[config.mk]
export PLATFORM = sky130hd
export DESIGN_NAME = refcounted_key_table_top
export DESIGN_NICKNAME = d
export VERILOG_FILES = /design/src/sv/rckt_pkg.sv /design/src/sv/refcounted_key_table_top.sv /design/src/sv/rckt_store.sv
export SDC_FILE = /design/constraint.sdc
export NUM_CORES = 2
export LEC_CHECK = 0
export BUFFER_PORTS_ARGS = -buffer_cell sky130_fd_sc_hd__clkbuf_2
export CORE_ASPECT_RATIO = 1.5
export CORE_MARGIN = 4
export CORE_UTILIZATION = 45
export CTS_CLUSTER_SIZE = 24
export DETAILED_ROUTE_END_ITERATION = 8
export PLACE_DENSITY = 0.68
export SLEW_MARGIN = 25
export SYNTH_ARGS = -nofsm -noshare
export SYNTH_HDL_FRONTEND = slang
export SYNTH_HIERARCHICAL = 1
export SYNTH_SLANG_ARGS = --single-unit
[constraint.sdc]
create_clock -name clock -period 14 [get_ports clock]
set_clock_uncertainty 0.2 [all_clocks]
set_input_delay 0.7 -clock clock [delete_from_list [all_inputs] [get_ports clock]]
set_output_delay 0.7 -clock clock [all_outputs]
set_load 0.02 [all_outputs]
[src/sv/rckt_pkg.sv]
// Constants and types for the reference-counted key table.
`default_nettype none

package rckt_pkg;

   // table geometry
   localparam int SLOTS     = 16;
   localparam int KEY_BITS  = 64;
   localparam int REF_BITS  = 16;
   localparam int ID_BITS   = 32;
   localparam int SLOT_BITS = $clog2(SLOTS);
   localparam int CNT_BITS  = $clog2(SLOTS + 1);

   // port field widths
   localparam int OP_W     = 2;
   localparam int KEY_W    = 64;
   localparam int STATUS_W = 3;
   localparam int SLOT_W   = 4;
   localparam int ID_W     = 32;
   localparam int REFC_W   = 16;
   localparam int USED_W   = 5;

   // request opcodes
   localparam logic [OP_W-1:0] OP_ACQUIRE = 2'd0;
   localparam logic [OP_W-1:0] OP_RELEASE = 2'd1;
   localparam logic [OP_W-1:0] OP_QUERY   = 2'd2;

   // response status codes
   localparam logic [STATUS_W-1:0] ST_HIT      = 3'd0;
   localparam logic [STATUS_W-1:0] ST_ALLOC    = 3'd1;
   localparam logic [STATUS_W-1:0] ST_FULL     = 3'd2;
   localparam logic [STATUS_W-1:0] ST_RELEASED = 3'd3;
   localparam logic [STATUS_W-1:0] ST_FREED    = 3'd4;
   localparam logic [STATUS_W-1:0] ST_NOTFOUND = 3'd5;
   localparam logic [STATUS_W-1:0] ST_COUNT    = 3'd6;

   localparam logic [REF_BITS-1:0] REF_MAX = {REF_BITS{1'b1}};

   // one slot as held in the slot memory
   typedef struct packed {
      logic [KEY_BITS-1:0] key;
      logic [REF_BITS-1:0] refs;
      logic [ID_BITS-1:0]  id;
   } slot_entry_type;

   // write port of the slot memory
   typedef struct packed {
      logic                 en;
      logic [SLOT_BITS-1:0] addr;
      slot_entry_type       data;
   } slot_write_type;

endpackage

`default_nettype wire

[src/sv/refcounted_key_table_top.sv]
// Reference-counted key table: top level with scan sequencer and slot state.
//
// Usage:
//   Request channel: drive req_op and req_key with start high; the request is
//   taken at a rising edge where start is high and busy is low.
//   Response channel: rsp_strobe is high for exactly one cycle with the
//   response fields; the receiver cannot stall it.
// Request handling:
//   A query is answered in the cycle after it is taken; busy stays low, so a
//   query can be taken every cycle.
//   An acquire or release scans the slot memory slot by slot, with a read
//   state and then a compare state per slot, lowest slot first. A hit ends
//   the scan early; a miss scans every slot. The next request can be taken
//   in the cycle the response is shown. The read-then-compare step per slot
//   comes from the single registered read port of the slot memory.
// Reset:
//   Synchronous, active high. All slots are free, the used count is zero and
//   the id counter restarts at one. No clearing pass is needed: per-slot used
//   flags are cleared at once.
`default_nettype none

module refcounted_key_table_top (
   input  wire logic                          clock,
   input  wire logic                          reset,
   input  wire logic                          start,
   output      logic                          busy,
   input  wire logic [rckt_pkg::OP_W-1:0]     req_op,
   input  wire logic [rckt_pkg::KEY_W-1:0]    req_key,
   output      logic                          rsp_strobe,
   output      logic [rckt_pkg::STATUS_W-1:0] rsp_status,
   output      logic [rckt_pkg::SLOT_W-1:0]   rsp_slot,
   output      logic [rckt_pkg::ID_W-1:0]     rsp_entry_id,
   output      logic [rckt_pkg::REFC_W-1:0]   rsp_ref_count,
   output      logic [rckt_pkg::USED_W-1:0]   rsp_used_count
);

   typedef enum logic [2:0] {
      S_IDLE = 3'b001,
      S_READ = 3'b010,
      S_CMP  = 3'b100
   } state_type;

   state_type state_ff, state_in;

   logic [rckt_pkg::OP_W-1:0]      op_ff, op_in;
   logic [rckt_pkg::KEY_BITS-1:0]  key_ff, key_in;
   logic [rckt_pkg::SLOT_BITS-1:0] idx_ff, idx_in;
   logic [rckt_pkg::SLOT_BITS-1:0] free_ff, free_in;
   logic                           free_found_ff, free_found_in;
   logic [rckt_pkg::SLOTS-1:0]     used_ff, used_in;
   logic [rckt_pkg::CNT_BITS-1:0]  count_ff, count_in;
   logic [rckt_pkg::ID_BITS-1:0]   next_id_ff, next_id_in;

   logic                          rsp_strobe_ff, rsp_strobe_in;
   logic [rckt_pkg::STATUS_W-1:0] rsp_status_ff, rsp_status_in;
   logic [rckt_pkg::SLOT_W-1:0]   rsp_slot_ff, rsp_slot_in;
   logic [rckt_pkg::ID_W-1:0]     rsp_id_ff, rsp_id_in;
   logic [rckt_pkg::REFC_W-1:0]   rsp_refs_ff, rsp_refs_in;
   logic [rckt_pkg::USED_W-1:0]   rsp_used_ff, rsp_used_in;

   logic                          rd_en;
   rckt_pkg::slot_entry_type      rd_data;
   rckt_pkg::slot_write_type      wr;
   logic                          hit;
   logic [rckt_pkg::REF_BITS-1:0] refs_up;
   logic [rckt_pkg::REF_BITS-1:0] refs_down;
   logic                          last_slot;

   // slot memory
   rckt_store u_store (
      .clock   (clock),
      .rd_en   (rd_en),
      .rd_addr (idx_ff),
      .rd_data (rd_data),
      .wr      (wr)
   );

   // compare and count arithmetic on the slot just read
   assign hit       = used_ff[idx_ff] && (rd_data.key == key_ff);
   assign refs_up   = (rd_data.refs == rckt_pkg::REF_MAX) ? rd_data.refs
                                                          : rd_data.refs + 1'b1;
   assign refs_down = rd_data.refs - 1'b1;
   assign last_slot = (idx_ff == rckt_pkg::SLOT_BITS'(rckt_pkg::SLOTS - 1));

   // sequencer
   always_comb begin
      state_in      = state_ff;
      op_in         = op_ff;
      key_in        = key_ff;
      idx_in        = idx_ff;
      free_in       = free_ff;
      free_found_in = free_found_ff;
      used_in       = used_ff;
      count_in      = count_ff;
      next_id_in    = next_id_ff;
      rsp_strobe_in = 1'b0;
      rsp_status_in = rsp_status_ff;
      rsp_slot_in   = rsp_slot_ff;
      rsp_id_in     = rsp_id_ff;
      rsp_refs_in   = rsp_refs_ff;
      rd_en         = 1'b0;
      wr            = '0;

      case (state_ff)
         S_IDLE: begin
            if (start) begin
               op_in  = req_op;
               key_in = req_key[rckt_pkg::KEY_BITS-1:0];
               if (req_op inside {rckt_pkg::OP_ACQUIRE, rckt_pkg::OP_RELEASE}) begin
                  idx_in        = '0;
                  free_found_in = 1'b0;
                  state_in      = S_READ;
               end else begin
                  // query, and the spare opcode with it
                  rsp_strobe_in = 1'b1;
                  rsp_status_in = rckt_pkg::ST_COUNT;
                  rsp_slot_in   = '0;
                  rsp_id_in     = '0;
                  rsp_refs_in   = '0;
               end
            end
         end

         S_READ: begin
            rd_en    = 1'b1;
            state_in = S_CMP;
         end

         S_CMP: begin
            if (hit) begin
               state_in      = S_IDLE;
               rsp_strobe_in = 1'b1;
               rsp_slot_in   = rckt_pkg::SLOT_W'(idx_ff);
               wr.addr       = idx_ff;
               wr.data.key   = key_ff;
               wr.data.id    = rd_data.id;
               if (op_ff == rckt_pkg::OP_ACQUIRE) begin
                  wr.en         = 1'b1;
                  wr.data.refs  = refs_up;
                  rsp_status_in = rckt_pkg::ST_HIT;
                  rsp_id_in     = rckt_pkg::ID_W'(rd_data.id);
                  rsp_refs_in   = rckt_pkg::REFC_W'(refs_up);
               end else if (rd_data.refs <= rckt_pkg::REF_BITS'(1)) begin
                  // last reference gone: free the slot
                  used_in[idx_ff] = 1'b0;
                  count_in        = count_ff - 1'b1;
                  rsp_status_in   = rckt_pkg::ST_FREED;
                  rsp_id_in       = '0;
                  rsp_refs_in     = '0;
               end else begin
                  wr.en         = 1'b1;
                  wr.data.refs  = refs_down;
                  rsp_status_in = rckt_pkg::ST_RELEASED;
                  rsp_id_in     = '0;
                  rsp_refs_in   = rckt_pkg::REFC_W'(refs_down);
               end
            end else begin
               // remember the lowest free slot on the way
               if (!used_ff[idx_ff] && !free_found_ff) begin
                  free_found_in = 1'b1;
                  free_in       = idx_ff;
               end
               if (last_slot) begin
                  state_in      = S_IDLE;
                  rsp_strobe_in = 1'b1;
                  rsp_slot_in   = '0;
                  rsp_id_in     = '0;
                  rsp_refs_in   = '0;
                  if (op_ff != rckt_pkg::OP_ACQUIRE) begin
                     rsp_status_in = rckt_pkg::ST_NOTFOUND;
                  end else if (free_found_in) begin
                     // allocate with a fresh id; zero is skipped on wrap
                     used_in[free_in] = 1'b1;
                     count_in         = count_ff + 1'b1;
                     next_id_in       = next_id_ff + 1'b1;
                     if (next_id_in == '0) begin
                        next_id_in = rckt_pkg::ID_BITS'(1);
                     end
                     wr.en         = 1'b1;
                     wr.addr       = free_in;
                     wr.data.key   = key_ff;
                     wr.data.refs  = rckt_pkg::REF_BITS'(1);
                     wr.data.id    = next_id_ff;
                     rsp_status_in = rckt_pkg::ST_ALLOC;
                     rsp_slot_in   = rckt_pkg::SLOT_W'(free_in);
                     rsp_id_in     = rckt_pkg::ID_W'(next_id_ff);
                     rsp_refs_in   = rckt_pkg::REFC_W'(1);
                  end else begin
                     rsp_status_in = rckt_pkg::ST_FULL;
                  end
               end else begin
                  idx_in   = idx_ff + 1'b1;
                  state_in = S_READ;
               end
            end
         end

         default: begin
            state_in = S_IDLE;
         end
      endcase

      rsp_used_in = rsp_strobe_in ? rckt_pkg::USED_W'(count_in) : rsp_used_ff;
   end

   // control state
   always_ff @(posedge clock) begin
      if (reset) begin
         state_ff      <= S_IDLE;
         used_ff       <= '0;
         count_ff      <= '0;
         next_id_ff    <= rckt_pkg::ID_BITS'(1);
         rsp_strobe_ff <= 1'b0;
      end else begin
         state_ff      <= state_in;
         used_ff       <= used_in;
         count_ff      <= count_in;
         next_id_ff    <= next_id_in;
         rsp_strobe_ff <= rsp_strobe_in;
      end
   end

   // request and response payload
   always_ff @(posedge clock) begin
      op_ff         <= op_in;
      key_ff        <= key_in;
      idx_ff        <= idx_in;
      free_ff       <= free_in;
      free_found_ff <= free_found_in;
      rsp_status_ff <= rsp_status_in;
      rsp_slot_ff   <= rsp_slot_in;
      rsp_id_ff     <= rsp_id_in;
      rsp_refs_ff   <= rsp_refs_in;
      rsp_used_ff   <= rsp_used_in;
   end

   assign busy           = (state_ff != S_IDLE);
   assign rsp_strobe     = rsp_strobe_ff;
   assign rsp_status     = rsp_status_ff;
   assign rsp_slot       = rsp_slot_ff;
   assign rsp_entry_id   = rsp_id_ff;
   assign rsp_ref_count  = rsp_refs_ff;
   assign rsp_used_count = rsp_used_ff;

endmodule

`default_nettype wire

[src/sv/rckt_store.sv]
// Slot memory: key, count and id per slot, one write and one registered read port.
`default_nettype none

module rckt_store (
   input  wire logic                           clock,
   input  wire logic                           rd_en,
   input  wire logic [rckt_pkg::SLOT_BITS-1:0] rd_addr,
   output rckt_pkg::slot_entry_type            rd_data,
   input  wire rckt_pkg::slot_write_type       wr
);

   rckt_pkg::slot_entry_type mem [rckt_pkg::SLOTS];
   rckt_pkg::slot_entry_type rd_data_ff;

   // write port
   always_ff @(posedge clock) begin
      if (wr.en) begin
         mem[wr.addr] <= wr.data;
      end
   end

   // read port, registered
   always_ff @(posedge clock) begin
      if (rd_en) begin
         rd_data_ff <= mem[rd_addr];
      end
   end

   assign rd_data = rd_data_ff;

endmodule

`default_nettype wire

=== Word-level counts from Yosys, hierarchy flattened ===
Memory sizes are Yosys's and may differ from the RTL's. A register that Yosys moved wholly into a read port is not among the register bits.
Cells that the tools add are included.
W data, S select, Z words.

* Memories: 1
* Flip-flop bits (word level): 192
* Bits of input ports: 69
* Bits in writable memories: 1792
* Logic and storage cells: 160
* Output and inout bits: 62

{| class="wikitable"
|+ Memories
! memory !! depth !! width !! rd ports !! clocked after memory_dff !! wr ports !! RTL line !! text
|-
| u_store.mem || 16 || 112 || 1 || 1 || 1 || rckt_store.sv:12 || <nowiki>rckt_pkg::slot_entry_type mem [rckt_pkg::SLOTS];</nowiki>
|}

* Mux-type cells: 89
* Reductions and logical operators: 22
* Bitwise logic cells: 5
* Add/subtract/negate cells: 6
* Eq/ne operators: 17
* Magnitude comparators: 5

{| class="wikitable"
|+ Operator list
! kind !! number
|-
| $mux W117 || 5
|-
| $mux W32 || 8
|-
| $mux W16 || 13
|-
| $eq A64 B64 Y1 || 1
|-
| $pmux W32 S2 || 1
|-
| $mux W4 || 13
|-
| $mux W5 || 7
|-
| $add A32 B1 Y32 const B || 1
|-
| $logic_not A32 Y1 || 1
|-
| $pmux W16 S2 || 1
|-
| $mux W3 || 9
|-
| $mux W1 || 20
|-
| $add A16 B1 Y16 const B || 1
|-
| $and A16 B16 Y16 || 1
|-
| $eq A16 B16 Y1 const B || 1
|-
| $le A16 B1 Y1 const B || 1
|-
| $not A16 Y16 || 1
|-
| $or A16 B16 Y16 || 1
|-
| $pmux W4 S2 || 2
|-
| $sub A16 B1 Y16 const B || 1
|-
| $ne A2 B2 Y1 const B || 7
|-
| $lt A4 B5 Y1 const B || 2
|-
| $reduce_and A5 Y1 || 2
|-
| $reduce_bool A2 Y1 || 5
|-
| 25 further kinds || 39
|}

=== Depth between registers and ports, before layout ===
* Depth after elaboration: 16
* Gate-level depth with buffers: 12

=== By module ===
The synthesis kept the hierarchy.

{| class="wikitable"
|+ Modules (own cells, without submodules)
! module !! cells an instance !! area each (um^2) !! times used !! seq. area each (um^2)
|-
| rckt_store || 2864 || 70291.2 || 1 || 57174.8
|-
| refcounted_key_table_top || 1210 || 11491.0 || 1 || 5195.0
|}

=== Worst setup path after synthesis ===
Ideal clock, no wire load.

* Path kind: reg-to-reg
* From: register idx_ff[1] (netlist bit)
* To: memory u_store/mem[0][0] (netlist bit) (enable)
* Path slack: 2673 ps
* Arrival time: 10407 ps
* Stages on the path, launching flop included: 12
* Buffers on the path: 2
* Data required time: 13080 ps
* Cells stage by stage: edfxtp_1 buf_2 mux4_2 mux2i_4 nor2_1 o211a_2 nand2_1 buf_2 nor2_1 a22o_1 or3b_2 nor3_1

{| class="wikitable"
|+ RTL lines
! item !! RTL line !! text
|-
| start, declared || refcounted_key_table_top.sv:47 || <nowiki>logic [rckt_pkg::SLOT_BITS-1:0] idx_ff, idx_in;</nowiki>
|-
| start signal, assigned || refcounted_key_table_top.sv:227 || <nowiki>idx_ff <= idx_in;</nowiki>
|-
| end, declared || rckt_store.sv:12 ||
|}

==> impl_metrics.py <==
metrics = {
    "sta": {
        "finalHoldViolations": 0,
        "final.setup.tns_ps": 0,
        "slew_violations": 0,
        "worst_pin_slew_ps": 1070,
        "slew_headroom_pct": 28.7,
        "fmax_mhz": 130,
        "layout_worst_path_cycle_share_pct": 54.9,
        "min_period_ps": 7690,
        "rsz0062_at_grt": "no",
        "final-setup-viol-count": 0,
    },
    "layout": {
        "drive_above_1_share_pct": 23.3,
        "final_cell_mix": "edfxtp_1, mux4_2, a22oi_1",
        "area_delta_synth_final_pct": 12.6,
        "num-nets-final": 4380,
        "final_common_cell": "edfxtp_1",
        "multi_input_comb_area_um2": 18500,
        "ff_latch_area_um2": 62400,
        "utilization_pct": 51.0,
        "nFillCells": 14300,
        "final_cell_count_no_fill": 6859,
    },
    "floorplan": {
        "die_h_um": 530,
        "fp.dieArea_um2": 189000,
        "ios": 131,
        "start_util_pct": 45.3,
        "placementRows": 191,
        "die_w_um": 356,
        "core_um2": 181000,
    },
    "logic_synthesis": {
        "synth_ff_type": "edfxtp_1",
        "synth_area_um2": 81800,
        "netlist_instances": 4074,
        "async_reset_ff_share_pct": 0,
        "ys_ff_latch": 2096,
        "yosys_warnings": 6,
        "syn_nets": 4153,
        "ys_types": 84,
        "ys_seq_area_share_pct": 76.3,
        "synth.avg_cell_area_um2": 20.1,
        "synth_edf_count": 2039,
    },
    "worst_hold_path": {
        "min_path_type": "in -> reg",
    },
    "setup_path": {
        "critical_path.max_fanout": 65,
        "setup.worst_path.start_class": "register",
        "crit_type": "reg -> reg",
        "max_stage_delay_ps": 910,
        "path_cells": "buf_4 > buf_4 > ha_1 > and3_1 > nand2_1 > a41oi_4 > buf_4 > o21a_4 > a21boi_0 > or3b_2 > nor3_2 > buf_4 > buf_4",
        "worstPathArrival_ps": 7930,
        "cp_data_required_time_ps": 14240,
        "critPathBufInv": 5,
        "cpMostUsedCell": "buf_4",
        "cpMaxStageDelayCell": "buf_4",
        "cp_top_family": "buffers and inverters",
        "crit_path_end_kind": "register",
    },
    "clock_network": {
        "cts_made_buffers": 185,
        "post_cts_resized": 0,
        "cts.sinks": 2096,
        "root_buffer": "clkbuf_16",
        "tritoncts": "done",
        "cts_hold_buf": 60,
        "clk_pin_slew_ps": 60,
        "worstSkewPairLatency_ps": 830,
        "post_cts_buffers": 0,
        "cts.htree.levels": 4,
        "clockBufferDepth": 3,
    },
    "placement": {
        "dp_hpwl_um": 112000,
        "io_buffers": 130,
        "gp_congestion": 0.883,
        "place_inst": 6456,
    },
    "job": {
        "maxCapViolCount": 0,
    },
    "pwr": {
        "p_leak_nw": 25.0,
        "power_density_nw_per_um2": 132,
        "internal_power_w": 0.00973,
        "pwr-share-comb_pct": 2.3,
        "p_sw_share_pct": 19.9,
        "peakVddDrop_uv": 143,
        "seqPwrFrac_pct": 56.1,
        "power_frac_clock_pct": 41.6,
        "power.total_w": 0.0122,
        "switchingPower_w": 0.00242,
    },
    "drt": {
        "first_pass_iters": 6,
        "drc": 0,
        "via_count": 40800,
        "viasPerCell": 5.95,
        "ant_nets": 0,
        "wl_per_cell_um": 28.3,
        "drt-total-wl_um": 194000,
        "drt_iter0_drc": 4450,
    },
    "global_route": {
        "grt_pass1_wl_um": 286000,
        "overflow": 0,
        "grt_start_max_net_pins": 134,
        "grt_pass1_vias": 41700,
        "antenna_found_initial": 5,
        "grt_use_total_pct": 20.6,
    },
    "run_status": {
        "outcome": "finished clean",
    },
}
## area by class of cell
type | instances | share of cell area, %
antenna | 1 | 0.00272
clock buffer | 229 | 5.28
clock inverter | 103 | 1.22
inverter | 17 | 0.0720
multi-input combinational | 1712 | 20.1
sequential | 2096 | 67.7
tap | 2412 | 3.28
timing repair buffer | 289 | 2.33
## power by group through the flow
stage	clock network, W	registers, W	logic (W)
after floorplan	0	0.00696	0.000158
after global placement	0	0.00696	0.000267
after detailed placement	0	0.00696	0.000266
after CTS	0.00515	0.00682	0.000281
after global routing	0.00543	0.00682	0.000295
final	0.00506	0.00682	0.000275
## path summary, 6_finish.rpt
kind                            slack, ps  depth (start not counted)                     from                      endpoint
worst max-delay path                 6310                         13  idx_ff[0]$_SDFFCE_PN0P_  u_store/mem[0][43]$_DFFE_PP_
worst min-delay path                   30                          1              req_key[49]          key_ff[49]$_DFFE_PP_
worst min register to register        300                          2  used_ff[1]$_SDFFE_PP0P_       used_ff[1]$_SDFFE_PP0P_
worst max register to register       6310                         13  idx_ff[0]$_SDFFCE_PN0P_  u_store/mem[0][43]$_DFFE_PP_
## cell usage after synthesis, types with 5 or more instances
| cell | number | area, um^2 |
|---|---|---|
| and3_1 | 12 | 75.1 |
| ha_1 | 10 | 125 |
| or4_1 | 15 | 113 |
| a21oi_1 | 60 | 300 |
| or2_2 | 5 | 31.3 |
| mux4_2 | 450 | 10100 |
| o21ai_0 | 27 | 135 |
| nor3b_1 | 8 | 60.1 |
| nor2b_1 | 29 | 181 |
| o21ai_1 | 19 | 95.1 |
| or3_1 | 12 | 75.1 |
| o22ai_1 | 8 | 50.1 |
| and4_1 | 6 | 52.6 |
| buf_1 | 48 | 180 |
| nor3_1 | 28 | 140 |
| edfxtp_1 | 2039 | 61200 |
| a22oi_1 | 228 | 1710 |
| o211ai_1 | 7 | 52.6 |
| nor2_1 | 102 | 383 |
| a22o_1 | 34 | 298 |
| buf_6 | 13 | 146 |
| nand2b_1 | 9 | 56.3 |
| a2111oi_2 | 7 | 105 |
| dfxtp_1 | 57 | 1140 |
| and2_1 | 68 | 425 |
| nand4_1 | 52 | 325 |
| nand2_1 | 209 | 785 |
| a211oi_1 | 15 | 113 |
| mux2i_1 | 9 | 90.1 |
| nand3_1 | 66 | 330 |
| inv_1 | 17 | 63.8 |
| buf_2 | 44 | 220 |
| buf_4 | 34 | 255 |
| xor2_1 | 19 | 166 |
| nor4_1 | 15 | 93.8 |
| a31oi_1 | 12 | 75.1 |
| mux2_2 | 6 | 67.6 |
| clkbuf_1 | 110 | 413 |
| mux2_1 | 5 | 56.3 |
| xnor2_1 | 87 | 762 |
| o31ai_1 | 11 | 82.6 |
## registers in the layout, indices dropped and copies added, names as in the netlist, 5 cells and up
name and cells:
rsp_ref_count 16, u_store/rd_data 112, next_id_ff 32, used_ff 16, count_ff 5, rsp_used_count 5, key_ff 64, u_store/mem 1792
rsp_entry_id 32
## through the flow
step                      hold slack [ps]  setup WS (ps)  cell area, um^2
after CTS                           0.154           6260            91800
after global placement                283           6420            85200
after floorplan                       270           2670            81800
after detailed placement              294           6290            85200
after global routing                0.539           5750            92100
final                                26.1           6310            92100
## per-layer routing
metal  track usage, %  part of all wire [%]  vias to the layer above
met5                0                     0                        -
met4             6.99                   3.3                        0
met3             3.13                   6.7                      291
met2             35.5                    52                     1655
met1             27.1                    39                    21600
li1                 -                     -                    17300
## cells by family (layout without fill, tap and decap cells)
logic type	count (synthesis)	after routing	share of synthesized area [%]
compound gates	471	471	4.16
xor+xnor	106	106	1.14
fa+ha+maj	10	10	0.153
buf+inv	266	638	1.56
flops	2096	2096	76.3
mux	471	471	12.7
other cells	0	1	0
simple gates	654	654	4.04
Note: power is estimated with default switching activity, not from simulation.
